[config.mk]
export PLATFORM = sky130hd
export DESIGN_NAME = gtq_front
export DESIGN_NICKNAME = d
export VERILOG_FILES = /design/src/hdl/gtq_pkg.sv /design/src/hdl/gtq_front.sv
export SDC_FILE = /design/constraint.sdc
export NUM_CORES = 2
export LEC_CHECK = 0
export BUFFER_PORTS_ARGS = -buffer_cell sky130_fd_sc_hd__buf_2
export CAP_MARGIN = 20
export CORE_AREA = 10 10 546 548
export DETAILED_ROUTE_END_ITERATION = 7
export DIE_AREA = 0 0 556 558
export GPL_TIMING_DRIVEN = 1
export PLACE_DENSITY = 0.75
export SKIP_LAST_GASP = 1
export SYNTH_ARGS = -nofsm -noshare
export SYNTH_HDL_FRONTEND = slang
export SYNTH_SLANG_ARGS = --single-unit
[constraint.sdc]
create_clock -name clk -period 19.9 [get_ports clk]
set_input_delay 2.985 -clock clk [delete_from_list [all_inputs] [get_ports clk]]
set_output_delay 2.985 -clock clk [all_outputs]
set_load 0.05 [all_outputs]
[src/hdl/gtq_pkg.sv]
// ----------------------------------------------------------------------------
// gtq_pkg
// Shared types and codes for the grouped team queue.
// ----------------------------------------------------------------------------
package gtq_pkg;

  localparam int ELEM_W   = 10;
  localparam int TEAM_W   = 4;
  localparam int ACT_W    = 2;
  localparam int STAT_W   = 2;
  localparam int NUM_ELEMENTS = 1 << ELEM_W;
  localparam int NUM_TEAMS    = 1 << TEAM_W;

  localparam logic [ACT_W-1:0] ACT_MAP    = 2'd0;
  localparam logic [ACT_W-1:0] ACT_ENQ    = 2'd1;
  localparam logic [ACT_W-1:0] ACT_DEQ    = 2'd2;
  localparam logic [ACT_W-1:0] ACT_UNUSED = 2'd3;

  localparam logic [STAT_W-1:0] ST_DONE  = 2'd0;
  localparam logic [STAT_W-1:0] ST_EMPTY = 2'd1;
  localparam logic [STAT_W-1:0] ST_FULL  = 2'd2;

  // classified request passed from front to back
  typedef struct packed {
    logic [ACT_W-1:0]  action;
    logic [ELEM_W-1:0] element;
    logic [TEAM_W-1:0] team;
  } op_t;

  // front status seen by the top level
  typedef struct packed {
    logic clearing;
  } front_stat_t;

endpackage

[src/hdl/gtq_front.sv]
// ----------------------------------------------------------------------------
// gtq_front
// Accepts requests, owns the team table, looks up the team of enqueues.
// ----------------------------------------------------------------------------
module gtq_front (
  input  logic                clk,
  input  logic                rst,
  input  logic                s_tvalid,
  output logic                s_tready,
  input  gtq_pkg::op_t        s_op,
  output logic                push,
  output gtq_pkg::op_t        push_op,
  input  logic                fifo_full,
  output gtq_pkg::front_stat_t stat
);

  logic [gtq_pkg::TEAM_W-1:0] team_mem [gtq_pkg::NUM_ELEMENTS];
  logic [gtq_pkg::ELEM_W-1:0] clr_addr;
  logic                       clearing;
  logic                       stage_valid;
  logic [gtq_pkg::ACT_W-1:0]  stage_act;
  logic [gtq_pkg::ELEM_W-1:0] stage_elem;
  logic [gtq_pkg::TEAM_W-1:0] team_rd;
  logic                       accept;

  assign s_tready = !clearing && !(stage_valid && fifo_full);
  assign accept   = s_tvalid && s_tready;
  assign push     = stage_valid && !fifo_full;
  assign push_op  = '{action: stage_act, element: stage_elem, team: team_rd};
  assign stat.clearing = clearing;

  // clear sweep after reset, one entry a cycle
  always_ff @(posedge clk) begin
    if (rst) begin
      clearing <= 1'b1;
      clr_addr <= '0;
    end else if (clearing) begin
      clr_addr <= clr_addr + 1'b1;
      if (clr_addr == gtq_pkg::ELEM_W'(gtq_pkg::NUM_ELEMENTS - 1)) begin
        clearing <= 1'b0;
      end
    end
  end

  always_ff @(posedge clk) begin
    if (clearing) begin
      team_mem[clr_addr] <= '0;
    end else if (accept && s_op.action == gtq_pkg::ACT_MAP) begin
      team_mem[s_op.element] <= s_op.team;
    end
    if (accept) begin
      team_rd <= team_mem[s_op.element];
    end
  end

  always_ff @(posedge clk) begin
    if (rst) begin
      stage_valid <= 1'b0;
    end else if (accept) begin
      stage_valid <= 1'b1;
    end else if (push) begin
      stage_valid <= 1'b0;
    end
  end

  always_ff @(posedge clk) begin
    if (accept) begin
      stage_act  <= s_op.action;
      stage_elem <= s_op.element;
    end
  end

endmodule

# == Word level (Yosys, flattened, before mapping) ==
# Memory sizes are Yosys's and may differ from the RTL's. A register that Yosys moved wholly into a read port is not among the register bits.
# Cells that the tools add are included.
# totals
regBits,24
ram_bits,4096
in_bits,20
out_inout_bits,19
word_cells,31
memories,1
# mem_list
memory,words,width,read_ports,rd_clocked_by_memory_dff,wr,line,source
team_mem,1024,4,1,1,1,gtq_front.sv:17,logic [gtq_pkg::TEAM_W-1:0] team_mem [gtq_pkg::NUM_ELEMENTS];
# op_classes
n_addsub,1
n_eq_ne,1
n_mux,12
reduce_logical,11
# op_table
op,count
$add 10x1->10 const B,1
$eq 10x10->1 const B,1
$mux 1,10
$mux 10,1
$logic_and 1x1->1,5
$mux 4,1
$reduce_or 4->1,1
$logic_not 1->1,3
$logic_not 2->1,1
$reduce_bool 2->1,1

# == Depth between registers and ports, before layout ==
# logic_depth
word_depth,10
mapped_depth,16
depth_no_buf,8

# == Least setup slack after synthesis ==
# Ideal clock, no wire load.
# synth_timing
kind,input -> register
start,input port s_tvalid
end,memory team_mem[0][0] in the netlist's numbering (data pin)
setup_ps,2869
t_arrival_ps,17052
t_required_ps,17031
slack_ps,-20
stages,6
path_buffers,2
path_cell_list,nand2b_1 nand2b_1 nor3_1 clkbuf_1 clkbuf_1 and2_1
# synth_via
elab_chain_len,7
# synth_rtl
element,line,source
start: declaration,gtq_front.sv:8,"input logic s_tvalid,"
$logic_and 1x1->1,gtq_front.sv:27,assign accept = s_tvalid && s_tready;
$logic_and 1x1->1,gtq_front.sv:48,end else if (accept && s_op.action == gtq_pkg::ACT_MAP) begin
$mux 1,gtq_front.sv:48,
$mux 1,gtq_front.sv:46,if (clearing) begin
$mux 1 (not written as such),gtq_front.sv:49,team_mem[s_op.element] <= s_op.team;
$reduce_or 4->1 (no source line),--,
$mux 4 (no source line),--,
end: declaration,gtq_front.sv:17,
# Every way passes these cells.

==> flow_summary.yaml <==
global_routing:
  grt.met3_usage: 0.08736
  grt.total_usage: 0.2840
  grt_pass1_vias: 86400
  grt_pass1_wl_um: 637500
  grtUsageMet1: 0.3766
  grt_max_degree: 228
  antenna_found_initial: 35
  grt_busiest_layer: "met2"
  gr-usage-met2: 0.4268
  overflow: 0
synthesis:
  syn_inst: 8350
  avgSynthCellArea_um2: 19.51
  ys.flop_type: "edfxtp_1"
  yosys_register_bits: 4124
  synth_top_family_by_area: "multiplexers"
  synth_nets: 8371
  synthXorXnorAreaFrac: 0.0003763
  synthDistinctLibCells: 73
  synthSimpleGateAreaFrac: 0.03868
  synthesis.area_um2: 162900
  synth_top_cell_by_area: "edfxtp_1"
  yosysWarnings: 0
  synth_compound_area_frac: 0.03265
  synth.area.mux_share: 0.1486
  synth_fa_ha_area_frac: 0.00007680
  ys_top_cells_by_area: "edfxtp_1 (76%), mux4_2 (12%), mux2i_1 (2.7%)"
  async_flop_share: 0
  ys_seq_area_frac: 0.7594
  synth-edff-count: 4112
  yosysTopAreaCellShare: 0.7579
timing:
  setup_ws_ns: 11.42
  setup-violations-final: 0
  hold_violations: 0
  fmax_ghz: 0.1179
  rsz0062_at_grt: "no"
  tightestPinTransition_ns: 1.229
  slew_headroom: 0.1729
  fin_tns_setup_ns: 0
  period_minus_slack_ns: 8.481
  fin_crit_sh: 0.4262
  maxSlewViolCount: 0
  fin_skew_ns: 0.06550
placed_design:
  place_congestion: 0.8832
  dpl_worst_slack_ns: 10.57
  dp_hpwl_um: 260400
  port_buffers: 38
critical_path:
  endpoint_kind: "register"
  crit_type: "in2reg"
  crit_fanout: 96
  crit_arrival_ns: 9.10
  cp-start-kind: "primary input"
  critPathRequiredTime_ns: 20.52
worst_hold_path:
  min_path_type: "reg2reg"
floorplanning:
  io_pins: 39
  start_util: 0.5678
  die_w_um: 556
  core-area_um2: 286900
  dieArea_um2: 310200
  die_height_um: 558
  num_rows: 197
clocking:
  cts_setup_buffers: 0
  clkSlewWorstSetupHoldPaths_ns: 0.07
  post_cts_resized: 0
  numCtsBuffers: 396
  cts_tree: "built"
  cts_hold_buf: 0
  clk_latency_ns: 0.94
  clock-sinks: 4124
  h-tree-depth: 5
  cts_buffer_depth: 4
  cts_root_buffer: "clkbuf_16"
job:
  maxCapViolCount: 0
routing:
  wl_um: 446700
  avgViaCountPerCell: 6.964
  drc: 0
  ant_nets: 0
  num_vias: 87390
  dr.pass1.iters: 7
  drt-wirelength-per-cell_um: 35.60
  detail_route.iter0.violations: 13890
layout:
  syn_to_final_growth_pct: 10.65
  final_common_cell: "edfxtp_1"
  final_cell_mix: "edfxtp_1 (4112), nor2_1 (1106), mux4_2 (857)"
  drive_above_1_share: 0.2074
  nets: 8443
pwr:
  power.density_nw_per_um2: 97.10
  vdd_drop_max_v: 0.00007762
  p_leak_nw: 64.29
run_status:
  status: "completed"
==> area by class of cell <==
| class | count | area, um2 |
|---|---|---|
| Sequential cell | 4124 | 123700 |
| Fill cell | 18640 | 106600 |
| Multi-Input combinational cell | 3615 | 36330 |
| Clock buffer | 473 | 10410 |
| Tap cell | 3781 | 4731 |
| Timing Repair Buffer | 279 | 2521 |
| Clock inverter | 243 | 2444 |
| Antenna cell | 28 | 70.07 |
| Inverter | 6 | 35.03 |
==> through the flow <==
stage                     std cells  power, mW  utilization  area [um2]  hold WS [ns]
after detailed placement      11790      10.16       0.5825      167100        0.5345
final                         12550      17.50       0.6283      180300        0.5505
after global placement        11770      10.15       0.5812      166800        0.5178
after global routing          12530      17.87       0.6281      180200        0.5570
after CTS                     12510      17.51       0.6273      180000        0.5427
after floorplan                8350      9.949            -      162900        0.4575
==> metal layers <==
metal	vias to the layer above	wire [um]
met4	18	27760
met3	1289	62710
met2	6743	204400
met5	-	184
li1	34280	-
met1	45060	151700
==> sequential cells by signal, indices dropped and copies added (netlist names) <==
| name | cells |
|---|---|
| stage_elem | 10 |
| stage_act | 2 |
| team_rd | 4 |
| stat | 1 |
| clr_addr | 10 |
| team_mem | 4096 |
| stage_valid | 1 |
==> worst max-delay path: stages <==
cell,delay (ns)
buf_12,0.52
buf_12,0.56
buf_4,0.85
buf_4,0.78
mux4_1,0.65
mux2i_1,0.34
o2bb2ai_1,0.16
a2111oi_1,0.49
nand4_1,0.34
nand2_1,0.19
nor4_2,0.05
buf_4,0.20
or4_1,0.60
==> worst paths after layout <==
check | cells past startpoint | slack (ns) | startpoint | to
worst max register to register | 9 | 13.79 | stat | team_mem[734][1]
worst min register to register | 2 | 0.55 | clr_addr[9] | stat
worst max-delay path | 13 | 11.42 | s_op[4] | team_rd[1]
worst min-delay path | 2 | 0.55 | clr_addr[9] | stat
==> where the power goes <==
part,total (mW),internal (mW),switching [mW]
Clock,7.51,4.29,3.23
Combinational,0.581,0.188,0.393
Sequential,9.41,9.41,0.00213
Total,17.5,13.9,3.62
==> logic make-up (layout without fill, tap and decap cells) <==
logic type | Yosys count | in the layout
and+or+nand+nor | 1529 | 1529
buffers and inverters | 611 | 1001
adders and majority gates | 1 | 1
DFF | 4124 | 4124
AOI/OAI and AO/OA | 751 | 751
other | 0 | 28
xor gates and xnor gates | 7 | 7
muxes | 1327 | 1327
==> synth_stat cells (72+ instances only) <==
cell type / instances
clkbuf_1: 327
nand2_1: 163
o22ai_1: 93
o221ai_1: 154
buf_2: 91
buf_6: 72
nor2_1: 1110
mux2i_1: 445
a21oi_1: 125
edfxtp_1: 4112
mux4_2: 857
a22oi_1: 121
o21ai_0: 81
Note: power is estimated with default switching activity, not from simulation.
