## config.mk

```make
export PLATFORM = sky130hd
export DESIGN_NAME = gtq_fifo
export DESIGN_NICKNAME = d
export VERILOG_FILES = /design/src/hdl/gtq_pkg.sv /design/src/hdl/gtq_fifo.sv
export SDC_FILE = /design/constraint.sdc
export NUM_CORES = 1
export LEC_CHECK = 0
export BUFFER_PORTS_ARGS = -buffer_cell sky130_fd_sc_hd__buf_2
export CORE_AREA = 2 2 82 84
export DETAILED_ROUTE_END_ITERATION = 8
export DIE_AREA = 0 0 84 86
export SLEW_MARGIN = 20
export SYNTH_ARGS = -nofsm -noshare
export SYNTH_HDL_FRONTEND = slang
export SYNTH_SLANG_ARGS = --single-unit
```

## constraint.sdc

```tcl
create_clock -name clk -period 3.4 [get_ports clk]
set_clock_uncertainty 0.1 [all_clocks]
set_input_delay 0.17 -clock clk [delete_from_list [all_inputs] [get_ports clk]]
set_output_delay 0.17 -clock clk [all_outputs]
set_load 0.01 [all_outputs]
```

## src/hdl/gtq_pkg.sv

```systemverilog
// ----------------------------------------------------------------------------
// gtq_pkg
// Shared types and codes for the grouped team queue.
// ----------------------------------------------------------------------------
package gtq_pkg;

  localparam int ELEM_W   = 10;
  localparam int TEAM_W   = 4;
  localparam int ACT_W    = 2;
  localparam int STAT_W   = 2;
  localparam int NUM_ELEMENTS = 1 << ELEM_W;
  localparam int NUM_TEAMS    = 1 << TEAM_W;

  localparam logic [ACT_W-1:0] ACT_MAP    = 2'd0;
  localparam logic [ACT_W-1:0] ACT_ENQ    = 2'd1;
  localparam logic [ACT_W-1:0] ACT_DEQ    = 2'd2;
  localparam logic [ACT_W-1:0] ACT_UNUSED = 2'd3;

  localparam logic [STAT_W-1:0] ST_DONE  = 2'd0;
  localparam logic [STAT_W-1:0] ST_EMPTY = 2'd1;
  localparam logic [STAT_W-1:0] ST_FULL  = 2'd2;

  // classified request passed from front to back
  typedef struct packed {
    logic [ACT_W-1:0]  action;
    logic [ELEM_W-1:0] element;
    logic [TEAM_W-1:0] team;
  } op_t;

  // front status seen by the top level
  typedef struct packed {
    logic clearing;
  } front_stat_t;

endpackage

```

## src/hdl/gtq_fifo.sv

```systemverilog
// ----------------------------------------------------------------------------
// gtq_fifo
// Short queue between front and back.
// ----------------------------------------------------------------------------
module gtq_fifo (
  input  logic         clk,
  input  logic         rst,
  input  logic         push,
  input  gtq_pkg::op_t din,
  output logic         full,
  input  logic         pop,
  output gtq_pkg::op_t dout,
  output logic         empty
);

  localparam int DEPTH = 4;
  localparam int PTR_W = $clog2(DEPTH);

  gtq_pkg::op_t       mem [DEPTH];
  logic [PTR_W-1:0]   wr_ptr;
  logic [PTR_W-1:0]   rd_ptr;
  logic [PTR_W:0]     count;

  assign full  = (count == (PTR_W+1)'(DEPTH));
  assign empty = (count == '0);
  assign dout  = mem[rd_ptr];

  always_ff @(posedge clk) begin
    if (rst) begin
      wr_ptr <= '0;
      rd_ptr <= '0;
      count  <= '0;
    end else begin
      if (push) wr_ptr <= wr_ptr + 1'b1;
      if (pop)  rd_ptr <= rd_ptr + 1'b1;
      if (push && !pop) count <= count + 1'b1;
      else if (pop && !push) count <= count - 1'b1;
    end
  end

  always_ff @(posedge clk) begin
    if (push) mem[wr_ptr] <= din;
  end

endmodule

```

Word level (Yosys, flattened, before mapping)
Memory sizes are Yosys's and may differ from the RTL's. A register that Yosys moved wholly into a read port is not among the register bits.
Cells that the tools add are included.

cells by class
  mux-type cells = 6
  $add $sub $neg = 4
  eq/ne operators = 1
  reduce and logical (&&, ||, !) cells = 6

operators by type and width
  kind                 count
  $mux 3               2
  $add 2x1->2 const B  2
  $mux 2               2
  $add 3x1->3 const B  1
  $eq 3x3->1 const B   1
  $logic_not 3->1      1
  $sub 3x1->3 const B  1
  $logic_and 1x1->1    2
  $logic_not 1->1      2
  $mux 1               2
  $reduce_bool 2->1    1

word-level totals
  register bits after elaboration = 7
  memories = 1
  output and inout bits = 18
  bits in writable memories = 64

memories
  name  words  bits a word  read ports  clocked after Yosys merged registers in  wr ports  RTL line        RTL
  mem   4      16           1           1                                        1         gtq_fifo.sv:19  gtq_pkg::op_t mem [DEPTH];

Longest topological paths before layout
Gate-level depths: netlist of the first run.

  depth after elaboration = 4
  gate-level depth with buffers = 7
  depth with buffers taken out = 7

Worst setup path before layout of the first run
OpenSTA, ideal clock, no wires.

  path kind = in2reg
  from = input port pop
  to = register count[2]
  buffers on the path = 0
  path slack = 1870 ps
  stages = 7
  data required time = 3230 ps
  data arrival time = 1360 ps
  cells stage by stage = inv_1 > ha_1 > inv_1 > fa_1 > xor2_1 > or3_1 > a21oi_1

on the way
  longest elaborated chain between the ends = 3
  elaborated cells between the ends (all ways) = 5
  classes of those cells = mux: 1; reduce/logical: 4

ends and longest elaborated chain
  what                                         RTL line        RTL
  start: declaration                           gtq_fifo.sv:11  input logic pop,
  $logic_not 1->1                              gtq_fifo.sv:36  if (push && !pop) count <= count + 1'b1;
  $logic_and 1x1->1                            gtq_fifo.sv:36
  $mux 3 or $reduce_bool 2->1 (tied branches)  --
  end signal: assignment                       gtq_fifo.sv:36
  end signal: assignment                       gtq_fifo.sv:37  else if (pop && !push) count <= count - 1'b1;
  end: declaration                             gtq_fifo.sv:22  logic [PTR_W:0] count;

Several ways; a longest one is shown, not always the timed one.
A chain may end at the register's enable or synchronous reset.

==> results of run 1 <==
[critical path: stages, from the launching register on]
cell and delay [ns]:
sky130_fd_sc_hd__dfxtp_1 0.82, sky130_fd_sc_hd__mux4_2 0.43, sky130_fd_sc_hd__buf_2 0.16
[final cells by class]
class                           instances  share of cell area, %
Tap cell                               77                   2.86
Sequential cell                        73                   62.4
Clock buffer                           11                   3.90
Timing Repair Buffer                   55                   10.8
Multi-Input combinational cell         46                   18.2
Clock inverter                          5                   1.37
Inverter                                4                  0.446
[cell families after synthesis]
family | after synthesis | synth area share (%)
AO/OA/AOI/OAI | 2 | 0.360
flip-flops | 73 | 75.7
XOR/XNOR | 5 | 1.58
adder cells (fa/ha/maj) | 6 | 2.98
AND/OR/NAND/NOR | 15 | 2.66
buffers and inverters | 9 | 2.16
multiplexers | 18 | 14.5
[cells in the mapped netlist]
master	n
sky130_fd_sc_hd__buf_2	2
sky130_fd_sc_hd__mux4_1	6
sky130_fd_sc_hd__nor3b_1	1
sky130_fd_sc_hd__nor3_1	1
sky130_fd_sc_hd__buf_6	1
sky130_fd_sc_hd__and2_1	4
sky130_fd_sc_hd__clkbuf_1	1
sky130_fd_sc_hd__dfxtp_1	9
sky130_fd_sc_hd__ha_1	5
sky130_fd_sc_hd__fa_1	1
sky130_fd_sc_hd__nand2_1	1
sky130_fd_sc_hd__inv_1	4
sky130_fd_sc_hd__buf_12	1
sky130_fd_sc_hd__mux4_2	10
sky130_fd_sc_hd__o21ai_0	1
sky130_fd_sc_hd__nor2_1	7
sky130_fd_sc_hd__xor2_1	3
sky130_fd_sc_hd__edfxtp_1	64
sky130_fd_sc_hd__a21oi_1	1
sky130_fd_sc_hd__mux2i_1	2
sky130_fd_sc_hd__or3_1	1
sky130_fd_sc_hd__xnor2_1	2
[sequential cells by signal (all words and copies together), names as in the netlist, named ones only]
name    flops
rd_ptr      2
count       3
mem        64
wr_ptr      2
[final timing paths]
kind	start	to	slack (ns)
min	pop	rd_ptr[0]$_SDFFE_PP0P_	0.05
max	flip-flop	dout[9]	1.39
max reg2reg	wr_ptr[0]$_SDFFE_PP0P_	mem[0][5]$_DFFE_PP_	1.65
min reg2reg	rd_ptr[0]$_SDFFE_PP0P_	rd_ptr[0]$_SDFFE_PP0P_	0.44
[metal layers]
| metal | GRT usage, % | vias up | part of all wire (%) |
|---|---|---|---|
| met2 | 22.5 | 24 | 53 |
| li1 | - | 628 | - |
| met4 | 7.04 | 0 | 1.9 |
| met1 | 14.4 | 681 | 42 |
| met5 | 0 | - | 0 |
| met3 | 4.23 | 8 | 3.4 |
[stage by stage]
step | hold WS [ns] | total power [mW]
after detailed placement | 0.286 | 1.27
after global placement | 0.281 | 1.26
after global routing | 0.0648 | 1.95
after CTS | 0.0425 | 1.89
final | 0.0548 | 1.86
after floorplan | 0.169 | 1.20
[power by group through the flow]
stage	logic [mW]	clock network [mW]	registers, mW
6_report	0.210	0.602	1.05
5_1_grt	0.230	0.660	1.06
4_1_cts	0.216	0.624	1.05
3_5_place_dp	0.200	0	1.07
3_3_place_gp	0.193	0	1.07
2_1_floorplan	0.136	0	1.06
[what timing repair did]
| action | in CTS | in global routing |
|---|---|---|
| resized for setup | 0 | 0 |
| hold buffers | 17 | 0 |
| hold endpoints to repair | 65 | 0 |
==> parameters.txt, run 1 <==
Parameter                              Value

Power
  Switching share of power    21.4%
  Sw power    0.399 mW
  Power density of the placed cells    554 nW/um^2
  Power share of the clock group    32.3%
  Leak Pwr    1.21 nW
  Comb pwr share    11.3%
  Internal portion of total power    1.46 mW
  Part of the power in registers    56.4%
  Highest ir drop seen on vdd    0.238 mV

Clock network
  TritonCTS clock tree    yes
  Number of sinks driven by the clock tree    73
  Buffer type at the clock tree root    sky130_fd_sc_hd__clkbuf_8
  Buffers inserted by post-CTS timing repair    0
  H-tree depth reported by CTS    3
  Worst skew pair latency    0.33 ns
  Number of buffers added by the clock tree synthesis step    9
  Clk pin slew, worst setup/hold paths    0.07 ns
  Maximum clock insertion buffer count    2

STA
  Maximum clock frequency    498 MHz
  Count of pins over their slew limit    0
  Pin slew with the least headroom to its limit    0.879 ns
  Setup total negative slack    0 ns
  Setup repair after global routing missed its margin    false
  Final setup margin    1.39 ns
  Final Hold Vio Count    0
  Share of the clock period used by the worst path after layout    59.1%
  Slew headroom    41.4%
  Min Tclk post-route    2.01 ns
  Number of failing setup endpoints in the final timing report    0

Global routing
  Pin count of the biggest net entering global routing    17
  Global-route congestion overflow total    0
  Global-route total usage across every layer    13.0%
  Number of global-route vias before repair    1,417
  Number of antenna violations at the first check in global routing    0
  First-pass GRT wire length    6760 um

Floorplan
  Chip height    86 um
  I/O pin cnt    38
  Initial Utilization    44.2%
  Number of rows created at floorplan    29
  Total die area    7220 sq um
  Area of the core    6280 sq um
  Die outline width    84 um

Worst setup path
  WP data required    3.13 ns
  Signal arrival time at the worst endpoint    1.74 ns
  Depth of the worst register-to-register path    3
  Category of the worst setup path capture point    primary output
  Startpoint kind of the worst setup timing path    flip-flop
  Worst-path maximum fanout    16
  Crit Path Category    flip-flop to primary output

Yosys
  Library cell with the largest summed area after synthesis    sky130_fd_sc_hd__edfxtp_1
  Sequential element share of the synthesized area    75.7%
  Synth Area per Inst    21.7 sq um
  Number of storage elements in the synthesis netlist    73
  Synthesis Warnings    0
  Cell types with the largest area share after synthesis    sky130_fd_sc_hd__edfxtp_1 (69%), sky130_fd_sc_hd__mux4_2 (8.1%), sky130_fd_sc_hd__dfxtp_1 (6.5%), sky130_fd_sc_hd__mux4_1 (5.7%), sky130_fd_sc_hd__ha_1 (2.3%)
  Syn_nets    154
  Number of different library cells in the post-synthesis netlist    22
  Instance count of the mapped netlist    128
  Post-synth design cell area    2780 sq um
  Area fraction of the dominant cell type after synthesis    69.3%

Flow run
  Max-capacitance violation count    0

Routing
  Remaining routing DRC violations    0
  Antenna-violating nets left    0
  DR vias    1,341
  Via count normalized by instance count    4.95
  Initial DRT Pass Iterations    3
  Final routed wirelength across all metal layers    4290 um
  Wire length per cell    15.8 um
  Number of violations reported at the end of detailed-routing iteration 0    61

Finish
  FF/Latch Area    2100 sq um
  Post-route cell area    3370 sq um
  Commonest non-fill, non-tap cell in the layout    sky130_fd_sc_hd__edfxtp_1
  Layout cell share with drive strength beyond 1    30.4%
  Area grow syn2layout    21.3%
  Multi-input combinational cell area    613 sq um
  Fill cell count    523
  Commonest non-fill, non-tap cells in the layout    sky130_fd_sc_hd__edfxtp_1 (64), sky130_fd_sc_hd__buf_2 (37), sky130_fd_sc_hd__dlygate4sd3_1 (17)
  Antenna cell count    0
  Post-layout nets    215
  Layout Utilization    53.6%
  Final non-filler cell total    271

Run status
  Status    complete, no violations

Min path
  Hold Path Stages    3
  Path category of the worst min-delay check    input pin to flip-flop

Place
  Setup WS pre-CTS    1.60 ns
  Placed Cells    238
  Routability cong.    0.609
  Placed instance area    3020 sq um
  Count of buffers inserted at the top-level ports    37
  Detail Placement HPWL    2720 um
Note: power is estimated with default switching activity, not from simulation.
==> run 2: changes to the inputs <==
- clock period: 3.4 -> 1.95 ns (I/O delays scaled with it)
==> run 2 against run 1 <==
Clock-buffer cell count shrank 2. Largest cell class unchanged. Sequential cell count did not move. Register-to-register slack lost 1.4 ns.
==> parameters.txt, run 2 (synthesis gave the netlist of run 1 again) <==
Parameter                              Value

STA
  Final Hold Vio Count    0 (unchanged)
  Pin slew with the least headroom to its limit    0.818 ns (-0.0610 ns)
  Number of failing setup endpoints in the final timing report    0 (unchanged)
  Count of pins over their slew limit    0 (unchanged)
  Min Tclk post-route    1.85 ns
  Share of the clock period used by the worst path after layout    94.7%
  Slew headroom    45.5% (+4.1 points)
  Setup repair after global routing missed its margin    false
  Setup total negative slack    0 ns (unchanged)
  Maximum clock frequency    541 MHz

Routing
  Metal2 WL    2250 um (about the same)
  Via count normalized by instance count    4.89 (-1.2%)
  DR vias    1,345 (+0.30%)
  Uppermost layer routed    met4
  Remaining routing DRC violations    0 (unchanged)
  Wire length per cell    15.9 um (+0.52%)
  Antenna-violating nets left    0 (unchanged)
  Met3 wirelength from detailed routing    194 um (+32%)
  Routed metal-1 wirelength    1830 um (+1.7%)
  Number of violations reported at the end of detailed-routing iteration 0    100 (+64%)
  Initial DRT Pass Iterations    4 (+1)
  Final routed wirelength across all metal layers    4380 um (+2.0%)

Run status
  Status    complete, no violations

Global routing
  Number of antenna violations at the first check in global routing    0 (unchanged)
  Global-route total usage across every layer    13.6% (+0.59 points)
  Global-route congestion overflow total    0 (unchanged)
  Pin count of the biggest net entering global routing    17 (unchanged)
  First-pass GRT wire length    7100 um (+5.1%)
  Number of global-route vias before repair    1,448 (+2.2%)

Power
  Overall power    3.34 mW (+79%)
  Switching share of power    22.9% (+1.4 points)
  Comb pwr share    11.6% (+0.3 points)
  Highest ir drop seen on vdd    0.469 mV (+97%)
  Power share of the clock group    33.8% (+1.5 points)
  Leak Pwr    1.24 nW (+2.9%)
  Power density of the placed cells    973 nW/um^2 (+76%)
  Internal portion of total power    2.58 mW (+76%)
  Part of the power in registers    54.6% (-1.8 points)
  Sw power    0.764 mW (+91%)

Min path
  Hold Path Stages    3 (unchanged)
  Path category of the worst min-delay check    input pin to flip-flop

Worst setup path
  Max stage delay cell, worst path    sky130_fd_sc_hd__dlygate4sd3_1
  Chain of cells forming the critical path    dlygate4sd3_1 > buf_2 > inv_1 > ha_2 > inv_1 > fa_2 > xor2_1 > or3_1 > a21oi_1
  Slowest cell delay on critical path    0.53 ns (-0.29 ns)
  Critical path depth    9 (+7)
  Startpoint kind of the worst setup timing path    input pin
  Depth of the worst register-to-register path    3 (unchanged)
  Combined buffer and inverter count along the critical path    4 (+3)
  WP data required    2.12 ns (-1.01 ns)
  R2R Setup Slk    0.24 ns (-1.41 ns)
  Top delay family on crit path    buffers and inverters
  Category of the worst setup path capture point    flip-flop
  Crit Path Category    input pin to flip-flop
  Most frequent CP cell    sky130_fd_sc_hd__inv_1
  Worst-path maximum fanout    3 (-13)
  Signal arrival time at the worst endpoint    2.02 ns (+0.28 ns)

Finish
  Antenna cell count    0 (unchanged)
  Post-route cell area    3440 sq um (+2.1%)
  Commonest non-fill, non-tap cell in the layout    sky130_fd_sc_hd__edfxtp_1
  Area grow syn2layout    23.9%
  Layout cell share with drive strength beyond 1    34.3% (+3.9 points)
  Post-layout nets    219 (+1.9%)
  Reg with most FFs    mem
  Registers with the most flip-flops    mem (64), count (3)
  Fill cell count    485 (-7.3%)
  Max reg flops    64 (unchanged)
  Commonest non-fill, non-tap cells in the layout    sky130_fd_sc_hd__edfxtp_1 (64), sky130_fd_sc_hd__buf_2 (37), sky130_fd_sc_hd__dlygate4sd3_1 (19)

Place
  Routability cong.    0.668 (+9.7%)
  Detail Placement HPWL    2820 um (+3.6%)
  Placed instance area    3050 sq um (+0.91%)
  Count of buffers inserted at the top-level ports    37 (unchanged)

Clock network
  Clk pin slew, worst setup/hold paths    0.07 ns (about the same)
  Maximum clock insertion buffer count    2 (unchanged)
  Buffers inserted by post-CTS timing repair    0 (unchanged)
  Number of buffers added by the clock tree synthesis step    9 (unchanged)
  TritonCTS clock tree    yes
  Number of sinks driven by the clock tree    73 (unchanged)
  Buffer type at the clock tree root    sky130_fd_sc_hd__clkbuf_8
  Worst skew pair latency    0.33 ns (about the same)
  H-tree depth reported by CTS    3 (unchanged)

Floorplan
  Area of the core    6280 sq um (unchanged)
  Die outline width    84 um (unchanged)
  Number of rows created at floorplan    29 (unchanged)
  Chip height    86 um (unchanged)
  I/O pin cnt    38 (unchanged)
  Initial Utilization    44.2% (unchanged)
  Total die area    7220 sq um (unchanged)

Flow run
  Max-capacitance violation count    0 (unchanged)
## run 2: cell types whose count changed in the layout (fill, tap and decap cells not counted), sizes merged
cell,delta
dlygate4sd3,+2
clkbuf,-2
clkinv,+2
buf,+2
## run 2: worst register-to-register path, delay by kind of cell (launching register included)
kind,cells,cell delay [ns]
buf+inv,1,0.09
simple gates,1,0.65
flops,1,0.35
fa+ha+maj,1,0.14
## run 2: power by group through the flow
stage	Combinational (mW)	Clock [mW]	Sequential (mW)
6_report	0.389	1.13	1.82
5_1_grt	0.430	1.22	1.83
3_3_place_gp	0.352	0	1.85
3_5_place_dp	0.363	0	1.86
4_1_cts	0.395	1.16	1.83
2_1_floorplan	0.238	0	1.85
## run 2: metrics by stage
stage / setup slack, ns / instances / util, % / hold WS (ns)
6_report: 0.102 / 275 / 54.8 / 0.0268
3_3_place_gp: 0.286 / 240 / 48.5 / 0.211
4_1_cts: 0.0748 / 275 / 54.7 / 0.0124
2_1_floorplan: 0.439 / 128 / - / 0.0964
3_5_place_dp: 0.214 / 240 / 48.5 / 0.216
5_1_grt: 0.0463 / 275 / 54.8 / 0.0468
## run 2: timing repair
item	in CTS	in global routing
hold buffers	19	0
endpoints found under the setup margin	0	1
resized for setup	0	2
endpoints found under the hold margin	73	0
## run 2: routing by layer
layer,GRT usage (%),vias to the layer above
li1,-,641
met4,8.36,0
met2,22.8,28
met3,4.43,8
met5,0,-
met1,15.2,668
## run 2: final timing paths
| kind | start | to |
|---|---|---|
| worst min-delay path | push | wr_ptr[1]$_SDFFE_PP0P_ |
| worst max-delay path | pop | count[2]$_SDFFE_PP0P_ |
| worst min register to register | count[2]$_SDFFE_PP0P_ | count[2]$_SDFFE_PP0P_ |
| worst max register to register | wr_ptr[0]$_SDFFE_PP0P_ | mem[2][5]$_DFFE_PP_ |
## run 2: layout make-up
type | instances | area, sq um | area share [%]
Clock buffer | 9 | 124 | 3.60
Clock inverter | 7 | 71.3 | 2.07
Inverter | 4 | 15.0 | 0.437
Multi-Input combinational cell | 46 | 618 | 18.0
Sequential cell | 73 | 2100 | 61.2
Tap cell | 77 | 96.3 | 2.80
Timing Repair Buffer | 59 | 410 | 11.9
