## src/hdl/gtq_pkg.sv

```systemverilog
// ----------------------------------------------------------------------------
// gtq_pkg
// Shared types and codes for the grouped team queue.
// ----------------------------------------------------------------------------
package gtq_pkg;

  localparam int ELEM_W   = 10;
  localparam int TEAM_W   = 4;
  localparam int ACT_W    = 2;
  localparam int STAT_W   = 2;
  localparam int NUM_ELEMENTS = 1 << ELEM_W;
  localparam int NUM_TEAMS    = 1 << TEAM_W;

  localparam logic [ACT_W-1:0] ACT_MAP    = 2'd0;
  localparam logic [ACT_W-1:0] ACT_ENQ    = 2'd1;
  localparam logic [ACT_W-1:0] ACT_DEQ    = 2'd2;
  localparam logic [ACT_W-1:0] ACT_UNUSED = 2'd3;

  localparam logic [STAT_W-1:0] ST_DONE  = 2'd0;
  localparam logic [STAT_W-1:0] ST_EMPTY = 2'd1;
  localparam logic [STAT_W-1:0] ST_FULL  = 2'd2;

  // classified request passed from front to back
  typedef struct packed {
    logic [ACT_W-1:0]  action;
    logic [ELEM_W-1:0] element;
    logic [TEAM_W-1:0] team;
  } op_t;

  // front status seen by the top level
  typedef struct packed {
    logic clearing;
  } front_stat_t;

endpackage

```

## src/hdl/gtq_back.sv

```systemverilog
// ----------------------------------------------------------------------------
// gtq_back
// Executes requests on the linked entry store and team order ring.
// ----------------------------------------------------------------------------
module gtq_back #(
  parameter int CAPACITY = 64
) (
  input  logic                          clk,
  input  logic                          rst,
  input  logic                          fifo_empty,
  input  gtq_pkg::op_t                  fifo_dout,
  output logic                          fifo_pop,
  output logic                          m_tvalid,
  input  logic                          m_tready,
  output logic [15:0]                   m_tdata,
  output logic [$clog2(CAPACITY+1)-1:0] used_count
);

  localparam int CAP_W = (CAPACITY > 1) ? $clog2(CAPACITY) : 1;
  localparam int CNT_W = $clog2(CAPACITY + 1);
  localparam int TW    = gtq_pkg::TEAM_W;
  localparam int EW    = gtq_pkg::ELEM_W;

  typedef enum logic [1:0] {
    S_IDLE = 2'b01,
    S_EXEC = 2'b10
  } state_t;

  state_t state;

  logic [EW-1:0]    val_mem  [CAPACITY];
  logic [CAP_W-1:0] link_mem [CAPACITY];
  logic [CAP_W-1:0] team_head [gtq_pkg::NUM_TEAMS];
  logic [CAP_W-1:0] team_tail [gtq_pkg::NUM_TEAMS];
  logic [TW-1:0]    team_order [gtq_pkg::NUM_TEAMS];
  logic [gtq_pkg::NUM_TEAMS-1:0] team_present;
  logic [TW-1:0]    order_head;
  logic [TW-1:0]    order_tail;
  logic [CAP_W-1:0] free_head;
  logic [CNT_W-1:0] fresh_cnt;

  logic [gtq_pkg::ACT_W-1:0] op_act;
  logic [EW-1:0]    op_elem;
  logic [TW-1:0]    t_d;
  logic [CAP_W-1:0] idx_d;
  logic [CAP_W-1:0] link_rd;
  logic [EW-1:0]    val_rd;
  logic [gtq_pkg::STAT_W-1:0] out_status;
  logic [EW-1:0]    out_elem;

  logic             go;
  logic             is_enq;
  logic             is_deq;
  logic [TW-1:0]    deq_t;
  logic [CAP_W-1:0] deq_idx;
  logic [CAP_W-1:0] rd_addr;
  logic             fresh;
  logic [CAP_W-1:0] fresh_next;
  logic             exec_enq;
  logic             exec_deq;
  logic             link_we;
  logic [CAP_W-1:0] link_waddr;
  logic [CAP_W-1:0] link_wdata;

  assign go       = (state == S_IDLE) && !fifo_empty && (!m_tvalid || m_tready);
  assign fifo_pop = go;
  assign is_enq   = (fifo_dout.action == gtq_pkg::ACT_ENQ) &&
                    (used_count < CNT_W'(CAPACITY));
  assign is_deq   = (fifo_dout.action == gtq_pkg::ACT_DEQ) && (used_count != '0);
  assign deq_t    = team_order[order_head];
  assign deq_idx  = team_head[deq_t];
  assign rd_addr  = (fifo_dout.action == gtq_pkg::ACT_ENQ) ? free_head : deq_idx;

  assign exec_enq = (state == S_EXEC) && (op_act == gtq_pkg::ACT_ENQ);
  assign exec_deq = (state == S_EXEC) && (op_act == gtq_pkg::ACT_DEQ);

  // entries never handed out yet sit in index order behind the recycled ones
  assign fresh      = (fresh_cnt < CNT_W'(CAPACITY)) && (CNT_W'(free_head) == fresh_cnt);
  assign fresh_next = (free_head == CAP_W'(CAPACITY - 1)) ? '0 : free_head + 1'b1;

  always_comb begin
    link_we    = 1'b0;
    link_waddr = idx_d;
    link_wdata = free_head;
    if (exec_enq && team_present[t_d]) begin
      link_we    = 1'b1;
      link_waddr = team_tail[t_d];
      link_wdata = idx_d;
    end else if (exec_deq) begin
      link_we = 1'b1;
    end
  end

  always_ff @(posedge clk) begin
    if (go) begin
      link_rd <= link_mem[rd_addr];
      val_rd  <= val_mem[rd_addr];
    end
    if (link_we) link_mem[link_waddr] <= link_wdata;
    if (exec_enq) val_mem[idx_d] <= op_elem;
  end

  always_ff @(posedge clk) begin
    if (go) begin
      op_act  <= fifo_dout.action;
      op_elem <= fifo_dout.element;
      if (fifo_dout.action == gtq_pkg::ACT_ENQ) begin
        t_d   <= fifo_dout.team;
        idx_d <= free_head;
      end else begin
        t_d   <= deq_t;
        idx_d <= deq_idx;
      end
    end
    if (exec_enq && !team_present[t_d]) begin
      team_head[t_d]         <= idx_d;
      team_order[order_tail] <= t_d;
    end
    if (exec_enq) team_tail[t_d] <= idx_d;
    if (exec_deq && idx_d != team_tail[t_d]) team_head[t_d] <= link_rd;
    if (state == S_EXEC) begin
      out_status <= gtq_pkg::ST_DONE;
      out_elem   <= (op_act == gtq_pkg::ACT_DEQ) ? val_rd : '0;
    end else if (go && !(is_enq || is_deq)) begin
      out_elem <= '0;
      case (fifo_dout.action)
        gtq_pkg::ACT_ENQ: out_status <= gtq_pkg::ST_FULL;
        gtq_pkg::ACT_DEQ: out_status <= gtq_pkg::ST_EMPTY;
        default:          out_status <= gtq_pkg::ST_DONE;
      endcase
    end
  end

  always_ff @(posedge clk) begin
    if (rst) begin
      state        <= S_IDLE;
      m_tvalid     <= 1'b0;
      team_present <= '0;
      order_head   <= '0;
      order_tail   <= '0;
      free_head    <= '0;
      fresh_cnt    <= '0;
      used_count   <= '0;
    end else begin
      case (state)
        S_IDLE: begin
          if (go && !(is_enq || is_deq)) begin
            m_tvalid <= 1'b1;
          end else if (m_tvalid && m_tready) begin
            m_tvalid <= 1'b0;
          end
          if (go && (is_enq || is_deq)) state <= S_EXEC;
        end
        S_EXEC: begin
          m_tvalid <= 1'b1;
          state    <= S_IDLE;
          if (op_act == gtq_pkg::ACT_ENQ) begin
            if (fresh) begin
              free_head <= fresh_next;
              fresh_cnt <= fresh_cnt + 1'b1;
            end else begin
              free_head <= link_rd;
            end
            if (!team_present[t_d]) begin
              team_present[t_d] <= 1'b1;
              order_tail        <= order_tail + 1'b1;
            end
            used_count <= used_count + 1'b1;
          end else begin
            if (idx_d == team_tail[t_d]) begin
              team_present[t_d] <= 1'b0;
              order_head        <= order_head + 1'b1;
            end
            free_head  <= idx_d;
            used_count <= used_count - 1'b1;
          end
        end
        default: state <= S_IDLE;
      endcase
    end
  end

  assign m_tdata = {4'b0, out_elem, out_status};

endmodule

```

## config.mk

```make
export PLATFORM = sky130hd
export DESIGN_NAME = gtq_back
export DESIGN_NICKNAME = d
export VERILOG_FILES = /design/src/hdl/gtq_pkg.sv /design/src/hdl/gtq_back.sv
export SDC_FILE = /design/constraint.sdc
export NUM_CORES = 2
export LEC_CHECK = 0
export ABC_AREA = 1
export BUFFER_PORTS_ARGS = -buffer_cell sky130_fd_sc_hd__buf_2
export CORE_ASPECT_RATIO = 0.75
export CORE_MARGIN = 10
export CORE_UTILIZATION = 30
export DETAILED_ROUTE_END_ITERATION = 16
export HOLD_SLACK_MARGIN = 0.12
export PLACE_DENSITY = 0.55
export SYNTH_ARGS = -nofsm -noshare
export SYNTH_HDL_FRONTEND = slang
export SYNTH_SLANG_ARGS = --single-unit
```

## constraint.sdc

```tcl
create_clock -name clk -period 5.1 [get_ports clk]
set_clock_uncertainty 0.15 [all_clocks]
set_input_delay 0.255 -clock clk [delete_from_list [all_inputs] [get_ports clk]]
set_output_delay 0.255 -clock clk [all_outputs]
set_load 0.02 [all_outputs]
```

After elaboration in Yosys (flattened, before gate mapping)

Memories as Yosys holds them, arrays and structs flattened. A register that Yosys moved wholly into a read port is not among the register bits.
Index checks and enable logic that the tools add are counted.

Output and inout port bits: 25
Input port bits: 20
Register bits: 81
Memory bits (writable): 1280
Logic and storage cells: 114
Memories: 5

$add $sub $neg: 6
Equality and inequality tests: 12
Reductions and logical operators: 30
Magnitude comparators: 4
Multiplexer cells: 36
Bitwise gates (word level): 7

Memories:

| name       | words | bits a word | read ports | clocked after memory_dff | write ports | line           | text |
|---|---|---|---|---|---|---|---|
| val_mem    | 64    | 10          | 1          | 1                        | 1           | gtq_back.sv:31 | `logic [EW-1:0] val_mem [CAPACITY];` |
| link_mem   | 64    | 6           | 1          | 1                        | 1           | gtq_back.sv:32 | `logic [CAP_W-1:0] link_mem [CAPACITY];` |
| team_head  | 16    | 6           | 1          | 0                        | 1           | gtq_back.sv:33 | `logic [CAP_W-1:0] team_head [gtq_pkg::NUM_TEAMS];` |
| team_tail  | 16    | 6           | 1          | 1                        | 1           | gtq_back.sv:34 | `logic [CAP_W-1:0] team_tail [gtq_pkg::NUM_TEAMS];` |
| team_order | 16    | 4           | 1          | 1                        | 1           | gtq_back.sv:35 | `logic [TW-1:0] team_order [gtq_pkg::NUM_TEAMS];` |

Operators with widths:

| cell                  | count |
|---|---|
| $mux W16              | 3 |
| $mux W6               | 7 |
| $mux W10              | 3 |
| $and A16 B16 Y16      | 1 |
| $mux W4               | 4 |
| $not A16 Y16          | 1 |
| $or A16 B16 Y16       | 1 |
| $add A7 B1 Y7 const B | 2 |
| $logic_and A1 B1 Y1   | 14 |
| $lt A7 B7 Y1 const B  | 2 |
| $mux W1               | 14 |
| $reduce_and A3 Y1     | 4 |
| $add A4 B1 Y4 const B | 2 |
| $eq A6 B7 Y1          | 1 |
| $mux W7               | 1 |
| $reduce_bool A7 Y1    | 1 |
| $sub A7 B1 Y7 const B | 1 |
| $add A6 B1 Y6 const B | 1 |
| $eq A2 B1 Y1 const B  | 3 |
| $eq A2 B2 Y1 const B  | 3 |
| $eq A6 B6 Y1          | 1 |
| $eq A6 B6 Y1 const B  | 1 |
| $ne A6 B6 Y1          | 1 |
| $reduce_bool A2 Y1    | 3 |
| 14 further kinds      | 20 |

Longest topological paths before layout

Depth in word-level cells: 8
Depth in mapped cells: 25
Gate-level depth less buffers: 22

Worst setup path after synthesis

OpenSTA, ideal clock, no wires.

Kind: register -> register
From: register t_d[0]
To: memory link_mem[0][0] in the netlist's numbering, data pin
Period minus slack after synthesis: 5.250 ns
Path buffers: 2
Setup time: 0.702 ns
Arrival time: 4.398 ns
Setup slack: -0.150 ns
Cell stages (with the launch flop): 10
Data required time: 4.248 ns
Cell sequence: edfxtp_1 inv_1 nor2_1 a22oi_1 a21boi_0 a2111o_1 nand2_1 clkbuf_1 clkbuf_1 o21ai_0

Longest elaborated chain between the ends: 4

RTL lines:

| what                          | line            | text |
|---|---|---|
| start: declaration            | gtq_back.sv:44  | `logic [TW-1:0] t_d;` |
| start signal: assignment      | gtq_back.sv:108 | `t_d <= fifo_dout.team;` |
| start signal: assignment      | gtq_back.sv:111 | `t_d <= deq_t;` |
| $bmux W1 S4                   | gtq_back.sv:85  | `if (exec_enq && team_present[t_d]) begin` |
| $mux W1 (not written as such) | gtq_back.sv:85  |  |
| $logic_and A1 B1 Y1           | gtq_back.sv:85  |  |
| $mux W6                       | gtq_back.sv:85  |  |
| net link_wdata[0]             | gtq_back.sv:63  | `logic [CAP_W-1:0] link_wdata;` |
| end: declaration              | gtq_back.sv:32  |  |

The timed path passes the listed nets, and every way through them passes these cells. The select of a mux whose other input is x is not followed.

==> flow_results.xml <==
<?xml version="1.0" encoding="UTF-8"?>
<metrics>
  <group name="status">
    <metric name="run_status" unit="">finished, final reports clean</metric>
  </group>
  <group name="finish">
    <metric name="filler_cell_count" unit="">19796</metric>
    <metric name="finalCoreUtilization" unit="%">34.47</metric>
    <metric name="number_of_nets_in_the_layout" unit="">5776</metric>
    <metric name="ff_latch_area" unit="um^2">41020</metric>
    <metric name="area_growth_syn_to_layout" unit="%">13.89</metric>
    <metric name="post_route_cells_drive_above_1_share" unit="%">6.967</metric>
    <metric name="diodes" unit="">0</metric>
    <metric name="multi_input_area" unit="um^2">14720</metric>
    <metric name="final_area" unit="um^2">69020</metric>
  </group>
  <group name="placed_design">
    <metric name="gp_congestion" unit="">0.8377</metric>
    <metric name="io_buffers" unit="">40</metric>
    <metric name="dp_hpwl" unit="mm">103.4</metric>
    <metric name="place_ws" unit="ps">206.5</metric>
    <metric name="detailed_place.area" unit="um^2">64240</metric>
  </group>
  <group name="sta">
    <metric name="totalNegativeSetupSlack" unit="ps">0</metric>
    <metric name="timing.final.max_slew_violations" unit="">0</metric>
    <metric name="period_share" unit="%">93.42</metric>
    <metric name="fin_crit" unit="ps">4765</metric>
    <metric name="final_critical_path_setup_slack" unit="ps">335.3</metric>
    <metric name="achievable-frequency" unit="MHz">209.9</metric>
    <metric name="slew_headroom" unit="%">11.07</metric>
    <metric name="max_slew.worst_pin.slew" unit="ps">1325</metric>
    <metric name="setup_viols_final" unit="">0</metric>
    <metric name="worst_hold_slack_across_all_endpoints" unit="ps">273.8</metric>
    <metric name="final-hold-violation-count" unit="">0</metric>
    <metric name="unrepaired_setup_endpoints_after_global_routing" unit="">false</metric>
  </group>
  <group name="hold_path">
    <metric name="hp-class" unit="">in -&gt; reg</metric>
  </group>
  <group name="clocking">
    <metric name="cts.root.buffer_cell" unit="">clkbuf_16</metric>
    <metric name="cts.reportedPaths.clkPinSlew" unit="ps">60</metric>
    <metric name="post_cts_buffers" unit="">0</metric>
    <metric name="clock-sinks" unit="">1385</metric>
    <metric name="cts-htree-levels" unit="">4</metric>
    <metric name="cts_inserted_buffers" unit="">146</metric>
    <metric name="cts_tree" unit="">yes</metric>
    <metric name="insertion_delay" unit="ps">800</metric>
    <metric name="max-clock-path-buffers" unit="">3</metric>
  </group>
  <group name="floorplan">
    <metric name="num_io_pins" unit="">45</metric>
    <metric name="std_cell_rows" unit="">142</metric>
    <metric name="floorplan.initialDensity" unit="%">30.27</metric>
    <metric name="die_height" unit="um">409.2</metric>
    <metric name="floorplan.core_area" unit="um^2">200200</metric>
    <metric name="width_of_the_die" unit="um">539.0</metric>
    <metric name="fp.dieArea" unit="um^2">220600</metric>
  </group>
  <group name="synthesis">
    <metric name="synth-seq-area-share" unit="%">67.68</metric>
    <metric name="synthesis.area_per_instance" unit="um^2">10.64</metric>
    <metric name="netlist-cell-type-count" unit="">48</metric>
    <metric name="synth_area" unit="um^2">60600</metric>
    <metric name="ys_dominant_reg_cell" unit="">edfxtp_1</metric>
    <metric name="syn-instance-count" unit="">5695</metric>
    <metric name="synth_enable_flop_cells" unit="">1328</metric>
    <metric name="synth_most_common_cell" unit="">edfxtp_1</metric>
    <metric name="synthesis.yosys.warnings" unit="">0</metric>
    <metric name="largest_area_contributor_in_the_synthesized_netlist" unit="">edfxtp_1</metric>
    <metric name="number_of_flip_flops_and_latches_in_the_synthesized_netlist" unit="">1385</metric>
    <metric name="yosys-top-cells-area" unit="">edfxtp_1 66%, nand3_1 10%, nand2_1 6.7%, inv_1 5.7%, nand3b_1 2.0%</metric>
    <metric name="synth_commonest_cells" unit="">1328 x edfxtp_1, 1210 x nand3_1, 1075 x nand2_1</metric>
    <metric name="synth_async_sr_flop_share" unit="%">0</metric>
    <metric name="synth.top_cell.area_share" unit="%">65.80</metric>
  </group>
  <group name="drt">
    <metric name="drc" unit="">0</metric>
    <metric name="drt.antenna.violating_nets" unit="">0</metric>
    <metric name="routed_wl_per_cell" unit="um">20.24</metric>
    <metric name="routed_wirelength" unit="mm">172.5</metric>
    <metric name="detailroute.via_count" unit="">41355</metric>
    <metric name="drt_first_iter_violations" unit="">4742</metric>
    <metric name="detail_route.vias_per_cell" unit="">4.854</metric>
    <metric name="drtPass1Iterations" unit="">6</metric>
  </group>
  <group name="job">
    <metric name="timing.max_cap.violations" unit="">0</metric>
  </group>
  <group name="power_and_ir_drop">
    <metric name="power-per-cell-area" unit="nW/um^2">354.4</metric>
    <metric name="power.ir.vdd_worst" unit="mV">0.3923</metric>
    <metric name="static-leakage-power" unit="nW">26.80</metric>
  </group>
  <group name="worst_setup_path">
    <metric name="critical_path.cell_chain" unit="">inv_2 &gt; nand2_1 &gt; nand2_1 &gt; nand2_1 &gt; nand3_1 &gt; nand3_2 &gt; nand2_2 &gt; clkinv_2 &gt; buf_4 &gt; nand2_1 &gt; nand3_1 &gt; nand3_1 &gt; nand3_1 &gt; nand2_1 &gt; nand2_1 &gt; o21ai_4 &gt; buf_12 &gt; buf_4 &gt; nand3_1 &gt; nand3_1 &gt; nand3_1 &gt; nand3_1 &gt; nand2_1</metric>
    <metric name="worst_ep_required_time" unit="ps">5500</metric>
    <metric name="cpMaxStageDelayCell" unit="">clkinv_2</metric>
    <metric name="cp_capture_type" unit="">flop</metric>
    <metric name="crit_arrival" unit="ps">5170</metric>
    <metric name="timing.critical_path.mode_cell" unit="">nand3_1</metric>
    <metric name="crit_path_max_fanout" unit="">32</metric>
    <metric name="timing.critical_path.from_type" unit="">flop</metric>
    <metric name="cpPeakStageDelay" unit="ps">370</metric>
    <metric name="setup.worst_path.class" unit="">reg -&gt; reg</metric>
  </group>
  <group name="global_routing">
    <metric name="grt_first_pass_wirelength" unit="mm">257.5</metric>
    <metric name="globalRoute.totalOverflow" unit="">0</metric>
    <metric name="via_count_of_the_first_global_routing_pass" unit="">38957</metric>
    <metric name="grt.total_usage" unit="%">15.09</metric>
    <metric name="grt_max_degree" unit="">127</metric>
    <metric name="grt_antenna_before_repair" unit="">1</metric>
  </group>
</metrics>
==> layer usage <==
| layer | part of all wire (%) | wire length, um | GRT usage, % |
|---|---|---|---|
| met1 | 47 | 80660 | 22.76 |
| met2 | 42 | 72320 | 21.51 |
| met3 | 9.0 | 15570 | 3.435 |
| met4 | 2.3 | 3901 | 4.188 |
| met5 | 0 | 0 | 0 |
==> flip-flops by register name, indices dropped and copies added (netlist names), 10 cells and up, named ones only <==
| signal | flops |
|---|---|
| val_mem | 640 |
| op_elem | 10 |
| out_elem | 10 |
| team_tail | 96 |
| team_head | 96 |
| team_order | 64 |
| link_mem | 384 |
| val_rd | 10 |
==> cell type report <==
| class | instances | share of cell area [%] |
|---|---|---|
| multi-input combinational | 3057 | 21.32 |
| tap | 2664 | 4.829 |
| clock buffer | 188 | 5.705 |
| clock inverter | 75 | 0.7233 |
| inverter | 939 | 5.123 |
| timing repair buffer | 212 | 2.861 |
| sequential | 1385 | 59.44 |
==> final timing paths <==
path | slack (ps) | end | from | cells past startpoint
max | 340 | link_rd[3] | flop | 23
min | 270 | free_head[5] | rst | 3
max reg2reg | 340 | link_rd[3] | flop | 23
min reg2reg | 310 | out_status[1] | out_status[1] | 2
==> critical path, delay by kind of cell, from the launching register on <==
family                 cells  cell delay (ps)
AND/OR/NAND/NOR           17             1980
buffers and inverters      5             1730
flip-flops                 1              330
AO/OA/AOI/OAI              1              300
==> layout by cell type (no fill, tap or decap), types with 9 or more instances in the layout <==
master and n:
nor3_1 11, a21oi_1 66, clkbuf_16 151, buf_2 40
nand4_1 16, o22ai_1 12, nor2_1 263, buf_12 32
clkinv_1 38, nand2_1 1072, o211ai_1 27, dlygate4sd3_1 33
nand3b_1 161, clkinv_2 22, mux2i_1 26, o21ai_0 96
buf_4 107, clkbuf_1 35, dfxtp_1 56, inv_1 927
edfxtp_1 1328, xor2_1 9, ha_1 14, nand3_1 1209
==> power by group <==
group | leakage [nW] | internal [mW] | switching, mW
registers | 12.9 | 12.6 | 0.106
clock network | 2.17 | 5.61 | 4.48
logic | 11.7 | 0.418 | 1.26
total | 26.8 | 18.6 | 5.84
==> metrics by stage <==
stage	power [mW]	cells
after detailed placement	14.58	8223
after global placement	14.58	8223
after global routing	25.22	8520
after CTS	24.62	8519
after floorplan	13.82	5698
final	24.46	8520
==> logic make-up after synthesis <==
kind of cell               synth area share [%]
and+or+nand+nor                           20.71
buffers and inverters                     8.332
adders and majority gates                0.3221
DFF                                       67.68
xor gates and xnor gates                 0.1590
other                                  0.006188
muxes                                    0.4294
AOI/OAI and AO/OA                         2.354
==> what timing repair did <==
item	in CTS	in global routing
hold buffers	33	0
endpoints found under the setup margin	0	86
gates resized for setup	0	3
endpoints found under the hold margin	44	0
Power figures use the tool's default switching activity.
